$ cat config.mk
export PLATFORM = sky130hd
export DESIGN_NAME = ctin_ctrl
export DESIGN_NICKNAME = d
export VERILOG_FILES = /design/src/sv/ctin_pkg.sv /design/src/sv/ctin_ctrl.sv
export SDC_FILE = /design/constraint.sdc
export NUM_CORES = 1
export LEC_CHECK = 0
export BUFFER_PORTS_ARGS = -buffer_cell sky130_fd_sc_hd__buf_2
export CAP_MARGIN = 25
export CORE_UTILIZATION = 40
export DETAILED_ROUTE_END_ITERATION = 10
export MAX_ROUTING_LAYER = met4
export PLACE_DENSITY = 0.75
export SETUP_SLACK_MARGIN = 0.02
export SLEW_MARGIN = 25
export SYNTH_ARGS = -nofsm -noshare
export SYNTH_HDL_FRONTEND = slang
export SYNTH_SLANG_ARGS = --single-unit
$ cat constraint.sdc
create_clock -name clk -period 1.5 [get_ports clk]
set_input_delay 0 -clock clk [delete_from_list [all_inputs] [get_ports clk]]
set_output_delay 0 -clock clk [all_outputs]
set_load 0.005 [all_outputs]
$ cat src/sv/ctin_pkg.sv
`timescale 1ns / 1ps

package ctin_pkg;

  localparam int DAY_W = 20;
  localparam int VAL_W = 32;
  localparam int TIM_W = 21;   // signed elapsed days, also span and part
  localparam int MAG_W = 55;   // multiplicand magnitude
  localparam int WRK_W = 76;   // product / dividend / quotient word
  localparam int CNT_W = 7;

  localparam logic [CNT_W-1:0] MUL_STEPS = 7'd21;
  localparam logic [CNT_W-1:0] DIV_STEPS = 7'd76;

  localparam logic [1:0] CFG_TODAY  = 2'd0;
  localparam logic [1:0] CFG_NPTS   = 2'd1;
  localparam logic [1:0] CFG_SPREAD = 2'd2;
  localparam logic [1:0] CFG_RT     = 2'd3;

  localparam logic CMD_LOAD  = 1'b0;
  localparam logic CMD_QUERY = 1'b1;

  typedef enum logic [3:0] {
    OP_NONE,
    OP_LOAD,
    OP_START,
    OP_CMP,
    OP_FLAT_PREV,
    OP_DERR,
    OP_MUL_LO,
    OP_TAKE_LO,
    OP_MUL_HI,
    OP_TAKE_HI,
    OP_MUL_D,
    OP_DIV_SPAN,
    OP_TAKE_SPAN,
    OP_DIV_TS,
    OP_TAKE_TS,
    OP_FIN
  } dp_op_t;

  typedef struct packed {
    logic found;
    logic first;
    logic at_end;
    logic ts_zero;
    logic busy;
    logic out_free;
    logic rt_mode;
  } dp_stat_t;

  function automatic logic [TIM_W-1:0] abs_tim(input logic signed [TIM_W-1:0] v);
    return v[TIM_W-1] ? $unsigned(-v) : $unsigned(v);
  endfunction

  function automatic logic [WRK_W-1:0] abs_wrk(input logic signed [WRK_W-1:0] v);
    return v[WRK_W-1] ? $unsigned(-v) : $unsigned(v);
  endfunction

endpackage

$ cat src/sv/ctin_ctrl.sv
`timescale 1ns / 1ps

module ctin_ctrl (
  input  logic              clk,
  input  logic              rst_n,
  input  logic              in_tvalid,
  input  logic              in_cmd,
  output logic              in_tready,
  input  ctin_pkg::dp_stat_t stat,
  output ctin_pkg::dp_op_t   op
);

  typedef enum logic [3:0] {
    S_IDLE, S_RD, S_CMP, S_CHK, S_MUL_LO, S_W_LO, S_MUL_HI, S_W_HI,
    S_MUL_D, S_W_D, S_DIV_SP, S_W_SP, S_DIV_TS, S_W_TS, S_FIN
  } state_t;

  state_t state_r, state_nxt;

  always_ff @(posedge clk) begin
    if (!rst_n) begin
      state_r <= S_IDLE;
    end else begin
      state_r <= state_nxt;
    end
  end

  always_comb begin
    state_nxt = state_r;
    op        = ctin_pkg::OP_NONE;
    in_tready = 1'b0;
    unique case (state_r)
      S_IDLE: begin
        in_tready = 1'b1;
        if (in_tvalid) begin
          if (in_cmd == ctin_pkg::CMD_QUERY) begin
            op        = ctin_pkg::OP_START;
            state_nxt = S_RD;
          end else begin
            op = ctin_pkg::OP_LOAD;
          end
        end
      end
      S_RD: begin
        if (stat.at_end) begin
          op        = ctin_pkg::OP_FLAT_PREV;
          state_nxt = S_FIN;
        end else begin
          state_nxt = S_CMP;
        end
      end
      S_CMP: begin
        op = ctin_pkg::OP_CMP;
        if (!stat.found)      state_nxt = S_RD;
        else if (stat.first)  state_nxt = S_FIN;
        else if (stat.rt_mode) state_nxt = S_CHK;
        else                  state_nxt = S_MUL_D;
      end
      S_CHK: begin
        if (stat.ts_zero) begin
          op        = ctin_pkg::OP_DERR;
          state_nxt = S_FIN;
        end else begin
          state_nxt = S_MUL_LO;
        end
      end
      S_MUL_LO: begin
        op        = ctin_pkg::OP_MUL_LO;
        state_nxt = S_W_LO;
      end
      S_W_LO: begin
        if (!stat.busy) begin
          op        = ctin_pkg::OP_TAKE_LO;
          state_nxt = S_MUL_HI;
        end
      end
      S_MUL_HI: begin
        op        = ctin_pkg::OP_MUL_HI;
        state_nxt = S_W_HI;
      end
      S_W_HI: begin
        if (!stat.busy) begin
          op        = ctin_pkg::OP_TAKE_HI;
          state_nxt = S_MUL_D;
        end
      end
      S_MUL_D: begin
        op        = ctin_pkg::OP_MUL_D;
        state_nxt = S_W_D;
      end
      S_W_D: begin
        if (!stat.busy) state_nxt = S_DIV_SP;
      end
      S_DIV_SP: begin
        op        = ctin_pkg::OP_DIV_SPAN;
        state_nxt = S_W_SP;
      end
      S_W_SP: begin
        if (!stat.busy) begin
          op        = ctin_pkg::OP_TAKE_SPAN;
          state_nxt = stat.rt_mode ? S_DIV_TS : S_FIN;
        end
      end
      S_DIV_TS: begin
        op        = ctin_pkg::OP_DIV_TS;
        state_nxt = S_W_TS;
      end
      S_W_TS: begin
        if (!stat.busy) begin
          op        = ctin_pkg::OP_TAKE_TS;
          state_nxt = S_FIN;
        end
      end
      S_FIN: begin
        if (stat.out_free) begin
          op        = ctin_pkg::OP_FIN;
          state_nxt = S_IDLE;
        end
      end
      default: state_nxt = S_IDLE;
    endcase
  end

endmodule

==> run summary, run 1 <==
The I/O pin count came out at 16. The highest clock frequency the design can meet came out at 700 MHz. The largest individual stage delay along the critical path comes from the cell dfxtp_4.

For this configuration, the core starts out at a cell density of 45.3%. More flip-flops sit in one register than any other, and that register is state_r. Setup violations remaining at the end of the flow were counted as 0. The worst setup path is launched from a register.

The count of buffers added on input and output ports is 15. Synthesis instantiated 44 different standard cells from the library. The area of the die came out at 0.00173 mm². The sequential-to-total area share from yosys stat came out at 12.8%. The most common cell after layout, fill and taps aside is buf_2. In the final layout, the share of cells above drive strength 1 is 46.2%. The count of nets after finishing came out at 119. The critical path starts at state_r[3]$_SDFFE_PN0P_.

Grouping stages by cell kind, the critical path spends the most delay in compound AO/OA/AOI/OAI gates. The remaining number of nets flagged by the antenna check after routing came out at 0. The delay of the slowest cell on the worst path is 0.40 ns.

The number of filler cells placed in the layout came out at 115. The number of buffers added by the clock tree synthesis step is 3. The number of hold buffers added after CTS was 0. The total wire length is 1870 µm.

For this design the ratio of total power to cell area is 405 mW/mm². The total count of hold-check failures in the final report is 0. The maximum number of pins on one net before global-route repair came out at 14. The final cycle utilization of the critical path is 95.3%. The largest registers in the layout are state_r (4). The startpoint of the lowest-slack register-to-register path is state_r[1]$_SDFFE_PN0P_.

The sequential cell area in the final layout is 95.1 µm². Summed over all cells, the static leakage comes to 0.000374 µW. Counting flops with a built-in enable in the synthesized netlist gives 0.

After clock tree synthesis, the clock-pin slew on the worst setup and hold paths is 0.04 ns. The clock sink total is 4. The tightest hold margin came out at 0.0792 ns.

The register-to-register path setup slack came out at 0.09 ns. The biggest fanout along the worst timing path is 8. The overall power consumption is 340 µW.

The run finished with clean final reports. The final estimated routing congestion in global placement is 0.949. The first-iteration detailed-routing DRC count came out at 23. The first global-routing pass estimated 2690 µm of wire. The remaining global-route overflow came out at 0. The signal on the critical path passes through nor2_1 -> a32o_2 -> a211o_1 -> buf_2. The CTS tree is yes. The maximum buffer depth of the clock tree came out at 2. The worst min-delay path class is input pin to register. The share of flip-flops with an asynchronous set or reset came out at 0%. The post-detailed-placement half-perimeter wirelength is 1290 µm. The slew at the pin closest to its max-slew limit is 0.379 ns. The average routed wire per standard cell is 15.5 µm. Summing all placed instances gives a cell area of 731 µm². The synthesized area per cell is 7.64 µm².

The endpoint type of the worst setup path is a primary output. The synthesized area is 627 µm². The worst setup path is of the register to primary output kind. The row count came out at 13.

The remaining max-slew budget at the tightest pin is 74.4%. The number of warnings reported in the yosys synthesis log is 0. The total routing usage reported by global routing came out at 19.8%. Synthesis inferred 4 register bits. The total non-filler cell area in the finished layout is 841 µm².

In this run the horizontal extent of the chip is 41.6 µm. The beginning of the worst hold path is rst_n. The data arrival time of the critical path is 1.43 ns. The maximum vdd ir drop is 0.000209 V.

The final number of max-transition violations came out at 0. In the synthesized netlist, the number of instances is 82. The area growth from synthesis to layout is 34.1%. The number of global-route vias before repair came out at 606.

The critical path required time came out at 1.50 ns. After detailed routing, the number of vias per cell comes to 6.34. The number of antenna violations at the first check in global routing is 0. The final setup skew came out at 0.00658 ns.

The worst-skew pair later-pin latency is 0.23 ns. The max-capacitance violation count came out at 0. The register with the most flip-flops in the layout has 4 of them. In the synthesized netlist the dominant register cell turns out to be dfxtp_1.

In the layout the commonest cells are buf_2 (15), buf_4 (13), nand2_1 (10). The height of the chip came out at 41.6 µm. The area of the core is 0.00138 mm². The final sum of negative setup slack came out at 0 ns. Counting both buffers and inverters, the worst setup path holds a total of 1. The synthesized netlist net count is 93. The number of search-and-repair iterations in the first detailed-routing pass came out at 4. The post-layout minimum cycle time is 1.43 ns.

The number of antenna diodes in the final layout is 0. The area of the multi-input gates came out at 508 µm². In the routed design, unresolved DRC markers number 0. In this run the clock root is driven by a clkbuf_4. The number of H-tree branching levels came out at 1. The via count of the routed design is 767.
[power by group]
group / internal [µW] / switching, µW
clock network: 89.8 / 47.4
registers: 102 / 3.38
logic: 49.8 / 47.9
[cells by family (layout without fill, tap and decap cells)]
| family | after synthesis | after routing | synth area share, % |
|---|---|---|---|
| and+or+nand+nor | 36 | 36 | 35.1 |
| buffers and inverters | 11 | 35 | 10.4 |
| DFF | 4 | 4 | 12.8 |
| muxes | 2 | 2 | 3.99 |
| AOI/OAI and AO/OA | 29 | 29 | 37.7 |
[worst reg2reg max path, cell delays in order, from the launching register on]
cell	delay, ns
dfxtp_4	0.38
buf_4	0.17
and4bb_1	0.20
o21ai_2	0.14
o211ai_2	0.12
a32o_1	0.28
[per-stage QoR]
step / std cells / utilization (%) / setup WS, ns
final: 121 / 60.8 / 0.0710
after global routing: 121 / 60.8 / -0.00521
after CTS: 115 / 55.5 / -0.0254
after detailed placement: 112 / 52.9 / 0.00858
after global placement: 112 / 52.9 / 0.0473
after floorplan: 82 / - / 0.176
[cell type report]
class	count	share of cell area, %
well taps	15	2.23
flip-flops and latches	4	11.3
clock buffers	3	2.68
repair buffers	30	22.5
multi-input cells	67	60.4
inverters	2	0.893
[cell usage after synthesis (2+ instances only)]
master | n | area [µm²]
dfxtp_1 | 4 | 80.1
nor2b_1 | 3 | 18.8
inv_1 | 2 | 7.51
nand4b_1 | 2 | 17.5
buf_4 | 3 | 22.5
buf_2 | 4 | 20.0
nand3_1 | 4 | 20.0
nand2_1 | 10 | 37.5
a32o_1 | 4 | 40.0
and3_1 | 2 | 12.5
nor2_1 | 3 | 11.3
nand2b_1 | 4 | 25.0
a211o_1 | 2 | 17.5
o21ai_0 | 3 | 15.0
a21oi_1 | 3 | 15.0
[worst paths after layout]
| check | to | cells after the start |
|---|---|---|
| setup / recovery | op[0] | 4 |
| hold reg to reg | state_r[3]$_SDFFE_PN0P_ | 2 |
| setup reg to reg | state_r[1]$_SDFFE_PN0P_ | 5 |
| hold / removal | state_r[3]$_SDFFE_PN0P_ | 2 |
[metal layers]
metal / GRT usage [%] / share of wire (%)
met5: - / 0
met3: 3.91 / 4.9
met4: 3.23 / 0
met2: 30.0 / 49
met1: 27.6 / 46
[repair_timing]
action	CTS	global route
gates resized for setup	7	10
pin swaps	0	5
buffers inserted	0	7
endpoints found under the setup margin	6	3
Power figures use the tool's default switching activity.
==> run 2: changes to the inputs <==
==> constraint.sdc (replaced) <==
create_clock -name clk -period 1.8 [get_ports clk]
set_input_delay 0 -clock clk [delete_from_list [all_inputs] [get_ports clk]]
set_output_delay 0 -clock clk [all_outputs]
set_load 0.02 [all_outputs]
==> run 2 against run 1 <==
Worst hold slack gained 0.0035 ns; register-to-register slack improved by 0.28 ns; non-clock buffer count decreased by 8; design area fell by 12%; flip-flop and latch count unchanged; highest routed layer unchanged.
==> run summary, run 2 (synthesized netlist as in run 1, its figures left out) <==
The critical path is of the register to primary output type. The maximum number of pins on one net before global-route repair came out at 19. Summed over all failing endpoints, the final setup total negative slack is 0 ns.

The flow ran to the end, and the final reports show no timing, DRC or antenna violations. Once the floorplan was initialized, standard cells occupied 45.3% of the core. Across the run, the number of max-cap violations was 0.

The diode insertion count for antenna repair is 0. The buffers plus inverters on the worst setup path is 1. The power density of the placed cells came out at 376 mW/mm². The non-filler instance count after layout came out at 113. In the layout the commonest cells are buf_2 (15), nand2_1 (10), buf_4 (7). The number of global-route vias before repair is 581.

The endpoint identified for the worst register-to-register timing path is state_r[1]$_SDFFE_PN0P_. The post-CTS setup buffer count is 0. For this block, the routed nets add up to 1480 µm of wire. The final estimated routing congestion in global placement is 0.814. The register-to-register path setup slack is 0.37 ns.

In the routed layout, each cell is associated on average with a via count of 5.99. The flip-flop count of the largest register, all copies and words added is 4. The I/O pin count is 16.

The number of H-tree branching levels is 1. The area of the die came out at 0.00173 mm². The routed design could run at a clock period as short as 1.60 ns. The register ranked first by flip-flop count is state_r.

The worst pin sits at a relative slew slack of 76.3%. The number of instances on the worst hold path came out at 2. The switching power of the nets is 79.2 µW. After the last flow step, the layout net total stands at 111. In the final routed layout, each cell accounts on average for 13.1 µm.

The worst-skew pair later-pin latency is 0.23 ns. The switching part of the total came out at 28.3%. The root buffer cell chosen for the clock tree is clkbuf_4. The total count of hold-check failures in the final report came out at 0. The biggest fanout along the worst timing path is 18. Summing all multi-input logic gate instances after layout gives 482 µm². In the final layout, the registers with the most flip-flops are state_r (4). The final number of max-transition violations came out at 0. The final cycle utilization of the critical path is 89.0%. The wire length of the first global-routing pass came out at 2570 µm. The first-iteration detailed-routing DRC count is 7. The endpoint of the worst hold path is state_r[2]$_SDFFE_PN0P_.

The slew at the pin closest to its max-slew limit came out at 0.351 ns. From left edge to right edge, the die measures 41.6 µm. Among all stages on the critical path, the largest delay is contributed by dfxtp_2.

After legalization and detailed placement, the total HPWL measured 1110 µm. The post-CTS clock slew at the launch and capture registers of the worst setup and hold paths is 0.04 ns. The clock network burns 39.3% of the power. The startpoint identified for the worst hold timing path is rst_n. Combinational logic burns 26.6% of the power. The final critical-path setup slack came out at 0.197 ns. The pre-antenna-repair detailed-routing pass consisted of 3 iterations. Measured along the y axis, the die boundary spans 41.6 µm. The final setup skew is 0.00501 ns. At the worst endpoint, the arrival time is 1.60 ns.

The highest clock frequency the design can meet came out at 624 MHz. The area of the core came out at 0.00138 mm². The final setup violation count came out at 0. After detailed placement, the total cell area comes to 716 µm². Data on the critical path is required at its endpoint by 1.80 ns. Cell internal power was estimated by the tool at 200 µW. Summed over all layers, the global routing overflow is 0. STA classifies the critical path endpoint as a primary output. The critical path goes through nor2b_1 -> a21oi_1 -> o22ai_1 -> a211o_1 -> buf_2. Relative to the synthesized area, the layout overhead comes to 18.6%. The clock drives 4 sinks. The most common cell after layout, fill and taps aside is buf_2. The count of input and output buffers is 15. The worst setup path is launched from a register. Buffers inserted during clock tree synthesis total 3. Once placement completed, the tool counted placed cells totaling 110.

TritonCTS built the clock tree. Counting cells, the worst reg-to-reg path comes to 4. The clock passes through at most 2 buffers. Setup repair after global routing left no endpoint under its margin. The standby leakage power is 0.000315 µW. The critical path starts at state_r[1]$_SDFFE_PN0P_.

The maximum vdd ir drop came out at 0.000293 V. The number of antenna violations at the first check in global routing came out at 0. The sequential group share of total power is 34.0%. The post-cts hold buffer count is 0. The count of nets left with antenna violations once routing finished came out at 0. The delay of the slowest cell on the worst path came out at 0.53 ns. The layout cell share with drive strength beyond 1 is 35.7%. Once layout is done, the placed cells without fillers occupy 743 µm². The sequential cells in the finished layout cover a total of 85.1 µm². Timing analysis after detailed placement gives a worst setup slack of 0.190 ns.

The cell class contributing the biggest share of worst-path delay is flip-flops. The number of filler cells placed in the layout is 135. The DRC violation count after routing came out at 0. The routed layout has 677 vias. The worst register-to-register path begins at state_r[0]$_SDFFE_PN0P_.

The worst hold path belongs to the class input pin to register. The quantity of gates resized following cts is 1. Global routing consumed, over all layers together, 18.9% of the routing resources. The row count came out at 13.
run 2: how the worst max path moves through the flow:
stage                                    endpoint  slack (ns)  cells after the start
after floorplan                             op[3]        0.37                      4
after global placement    state_r[3]$_SDFFE_PN0P_        0.20                      4
after detailed placement  state_r[1]$_SDFFE_PN0P_        0.19                      5
after CTS                                   op[0]        0.09                      4
after global routing                        op[0]        0.06                      5
final                                       op[0]        0.20                      5
run 2: cell type report:
type,instances,share of cell area [%]
Multi-Input combinational cell,67,64.8
Timing Repair Buffer,22,17.2
Sequential cell,4,11.4
Clock buffer,3,3.03
Tap cell,15,2.53
Inverter,2,1.01
run 2: layer usage:
metal | track usage (%) | part of all wire, % | wire (µm)
met5 | - | 0 | 0
met1 | 27.5 | 52 | 771
met3 | 3.91 | 4.6 | 68
met4 | 1.94 | 0 | 0
met2 | 27.8 | 43 | 638
run 2: through the flow:
step,util [%],power (µW),hold slack (ns)
2_1_floorplan,-,142,0.162
3_3_place_gp,51.8,170,0.311
3_5_place_dp,51.8,170,0.318
4_1_cts,53.5,285,0.0748
5_1_grt,53.8,300,0.0930
6_report,53.8,280,0.0827
run 2: power by group through the flow:
stage / combinational, µW / clock [µW] / sequential [µW]
floorplan: 49.8 / 0 / 92.7
finish: 74.4 / 110 / 95.2
global route: 81.6 / 123 / 95.6
global placement: 73.6 / 0 / 96.1
detailed placement: 74.0 / 0 / 96.2
CTS: 74.4 / 116 / 94.8
==> run 3: changes to the inputs <==
- ABC_AREA: unset -> 1
- CTS_CLUSTER_DIAMETER: unset -> 80
- PLACE_DENSITY: 0.75 -> 0.76
- clock period: 1.8 -> 1.9 ns (I/O delays scaled with it)
==> run 3 against run 2 <==
Total power grew to 3.4 times the previous value; design area is 9.1% lower; sequential share of layout area is 0.40 points higher; clock skew fell by 0.0035 ns; register-to-register slack improved by 0.24 ns; utilization down 1.8 points; wire length is 3.0% lower; count of clock-buffer cells in the layout unchanged; final cell count rose by 26%; non-clock buffer count down 7; synthesized area down 11%; flip-flop and latch count did not move.
==> run summary, run 3 <==
The die width came out at 39.4 µm. The remaining number of nets flagged by the antenna check after routing is 0. The worst hold path was traced through 3 stages.

The final core utilization came out at 51.9%. In this run the most critical hold path is launched from rst_n. The run finished with clean final reports.

The share of flip-flops with an asynchronous set or reset came out at 0%. The remaining max-slew budget at the tightest pin came out at 79.4%. The number of enable-type register cells in the synthesized netlist came out at 0. The number of instances in the synthesized netlist is 109. In the routed layout, each cell is associated on average with a via count of 5.04.

The remaining global-route overflow is 0. Broken down by cell family, the worst path's largest delay share belongs to simple AND/OR/NAND/NOR gates. From synthesis to final layout, the design area changed by 20.8%. The detailed router placed 716 vias in this run. Multiplexer cells account for 0% of the synthesized area.

The critical path runs through a total of 7 cells. Once the floorplan was initialized, standard cells occupied 43.0% of the core. The number of nets in the synthesized netlist is 120. The path class of the tightest hold or removal check is input pin to register. The layout cell share with drive strength beyond 1 is 28.3%.

The critical path required time is 1.90 ns. Setup violations remaining at the end of the flow were counted as 0. The tightest hold margin came out at 0.0400 ns.

On the critical path, the stage with the largest delay is an instance of dfxtp_1. The I/O pin count is 16. The row count is 13.

The power density of the placed cells came out at 1420 mW/mm². The clock sink total is 4. The worst register-to-register path begins at state_r[2]$_SDFFE_PN0P_. At the end of the flow, the number of nets in the layout was 140. Setup total negative slack on the finished layout was measured at 0 ns. The post-CTS clock slew at the launch and capture registers of the worst setup and hold paths is 0.04 ns. The area of the die is 0.00155 mm². Detailed placement ended at an HPWL of 1190 µm. The number of warnings reported in the yosys synthesis log is 0. The simple-gate portion of the synthesized area came out at 64.2%. After synthesis the netlist holds a flip-flop and latch count of 4. The total wire length is 1430 µm. The congestion estimate from routability-driven global placement came to 0.852. The number of global-route vias before repair is 577. The critical path in this run is classified as register to primary output. The dominant cell type by area after synthesis is nand2_1. The maximum number of pins on one net before global-route repair is 8. The quantity of gates resized following cts came out at 0.

The CTS tree is yes. In this run the tool buffered the top-level ports with 15 buffer cells. The number of buffers added by the clock tree synthesis step is 3.

The distinct cell type count after synthesis is 18. The most critical setup path has its startpoint at state_r[2]$_SDFFE_PN0P_. Setup repair after global routing left no endpoint under its margin. In this run the post-CTS setup repair buffer count came out at 0.

The fraction of synthesized cell area taken by the top area cell type is 26.2%. Walking the worst path, the cells encountered are inv_2 -> nand2_2 -> nor2_1 -> nor2_2 -> nand2_1 -> or3_1 -> buf_2. After synthesis, the mean cell area works out to 5.13 µm². In the post-synthesis netlist, the biggest area contributors are nand2_1 (26%), dfxtp_1 (14%), nor2_1 (9.4%).

The number of cells on the worst reg-to-reg path is 7. The floorplan step defined a core boundary enclosing 0.00130 mm². The synthesized-area fraction occupied by adder cells came out at 0%.

The worst path in the final design needs a cycle of 1.61 ns, including I/O delays and setup. The total routing usage reported by global routing came out at 23.5%. The final number of max-transition violations is 0. The library cell used most frequently in the layout, excluding fill and tap cells, is nand2_1. After filler insertion, the fill cell instance count of the layout stands at 145. The first global-routing pass estimated 2330 µm of wire.

STA classifies the critical path endpoint as a primary output. The cell area that synthesis handed to floorplanning was 559 µm². The area share of xor/xnor cells in the synthesized design came out at 0%. By instance count, the leading cell after synthesis is nand2_1. The register ranked first by flip-flop count is state_r. The first-iteration detailed-routing DRC count came out at 22. The flip-flop count of the largest register, all copies and words added is 4. The number of antenna violations at the first check in global routing was 0. The number of search-and-repair iterations in the first detailed-routing pass came out at 4. STA classifies the critical path startpoint as a register. In the final routed layout, each cell accounts on average for 10.1 µm. Across the routed clock network, the largest skew measured is 0.00153 ns. The total count of hold-check failures in the final report was 0. In this run the number of H-tree levels came out at 1.

The delay of the slowest cell on the worst path came out at 0.49 ns. The root buffer cell chosen for the clock tree is clkbuf_4. The maximum buffer depth of the clock tree is 2.

Of all nets on the critical path, the largest fanout is 7. Summed over all cells, the static leakage comes to 0.000393 µW. The highest clock frequency the design can meet is 623 MHz. The maximum vdd ir drop is 0.000745 V. Together, buffers and inverters on the worst path number 2. Among all flip-flop cells after synthesis, the most frequent one is dfxtp_1.

The diode insertion count for antenna repair is 0. The DRC violation count after routing came out at 0. Data arrives at the worst endpoint at 1.61 ns. The final cycle utilization of the critical path came out at 84.5%. The compound-cell area share of the yosys netlist is 11.4%. By count the netlist is led by nand2_1 (39), nor2_1 (14), inv_1 (9).

In this run, post-CTS hold repair placed 0 buffers. For the pin with the worst max-slew slack, the measured transition is 0.308 ns. The worst-skew pair later-pin latency is 0.23 ns. The sequential-to-total area share from yosys stat is 14.3%. After synthesis, the largest family of logic cells by area is simple AND/OR/NAND/NOR gates. The max-capacitance violation count is 0. The height of the chip came out at 39.4 µm.

In the layout the commonest cells are nand2_1 (39), buf_2 (15), nor2_1 (14). The largest registers in the layout are state_r (4).
==> run 3: layout make-up <==
type	instances	area, µm²	share of cell area [%]
multi-input combinational	90	423	62.6
sequential	4	80.1	11.9
timing repair buffer	15	75.1	11.1
inverter	15	56.3	8.33
clock buffer	3	22.5	3.33
tap	15	18.8	2.78
==> run 3: kinds of logic (layout without fill, tap and decap cells) <==
group,after synthesis,after routing
AND/OR/NAND/NOR,78,78
buffers and inverters,15,33
AO/OA/AOI/OAI,12,12
flip-flops,4,4
==> run 3: layer usage <==
| metal | up-vias | part of all wire [%] | GRT usage (%) |
|---|---|---|---|
| met5 | - | 0 | - |
| met4 | 0 | 0 | 14.7 |
| met3 | 0 | 5.5 | 3.41 |
| met2 | 27 | 50 | 37.5 |
| met1 | 307 | 45 | 27.5 |
| li1 | 382 | - | - |
==> run 3: stage by stage <==
| stage | std cells | power, µW | instance area, µm² | worst slack (ns) |
|---|---|---|---|---|
| floorplan | 109 | 685 | 559 | 0.660 |
| global placement | 139 | 849 | 653 | 0.581 |
| detailed placement | 139 | 855 | 653 | 0.556 |
| CTS | 142 | 963 | 676 | 0.297 |
| global route | 142 | 1070 | 676 | 0.203 |
| finish | 142 | 961 | 676 | 0.294 |
==> run 3: worst reg2reg max path, stage by stage (launching register included) <==
cell and delay (ns):
dfxtp_1 0.39, nor2_2 0.27, nor2_1 0.09, o21ai_2 0.08, nand3_2 0.13, inv_2 0.10, nand2_1 0.06, a21oi_1 0.11
==> run 3: power by group <==
group          switching [µW]  total [µW]  internal (µW)
Sequential               56.7         170            114
Clock                    31.8         102           70.5
Combinational             458         688            230
Total                     546         961            415
==> run 3: worst paths after layout <==
| kind | endpoint | slack (ns) |
|---|---|---|
| setup / recovery | op[1] | 0.29 |
| hold / removal | state_r[0]$_SDFFE_PN0P_ | 0.04 |
| setup reg to reg | state_r[1]$_SDFFE_PN0P_ | 0.61 |
| hold reg to reg | state_r[1]$_SDFFE_PN0P_ | 0.56 |
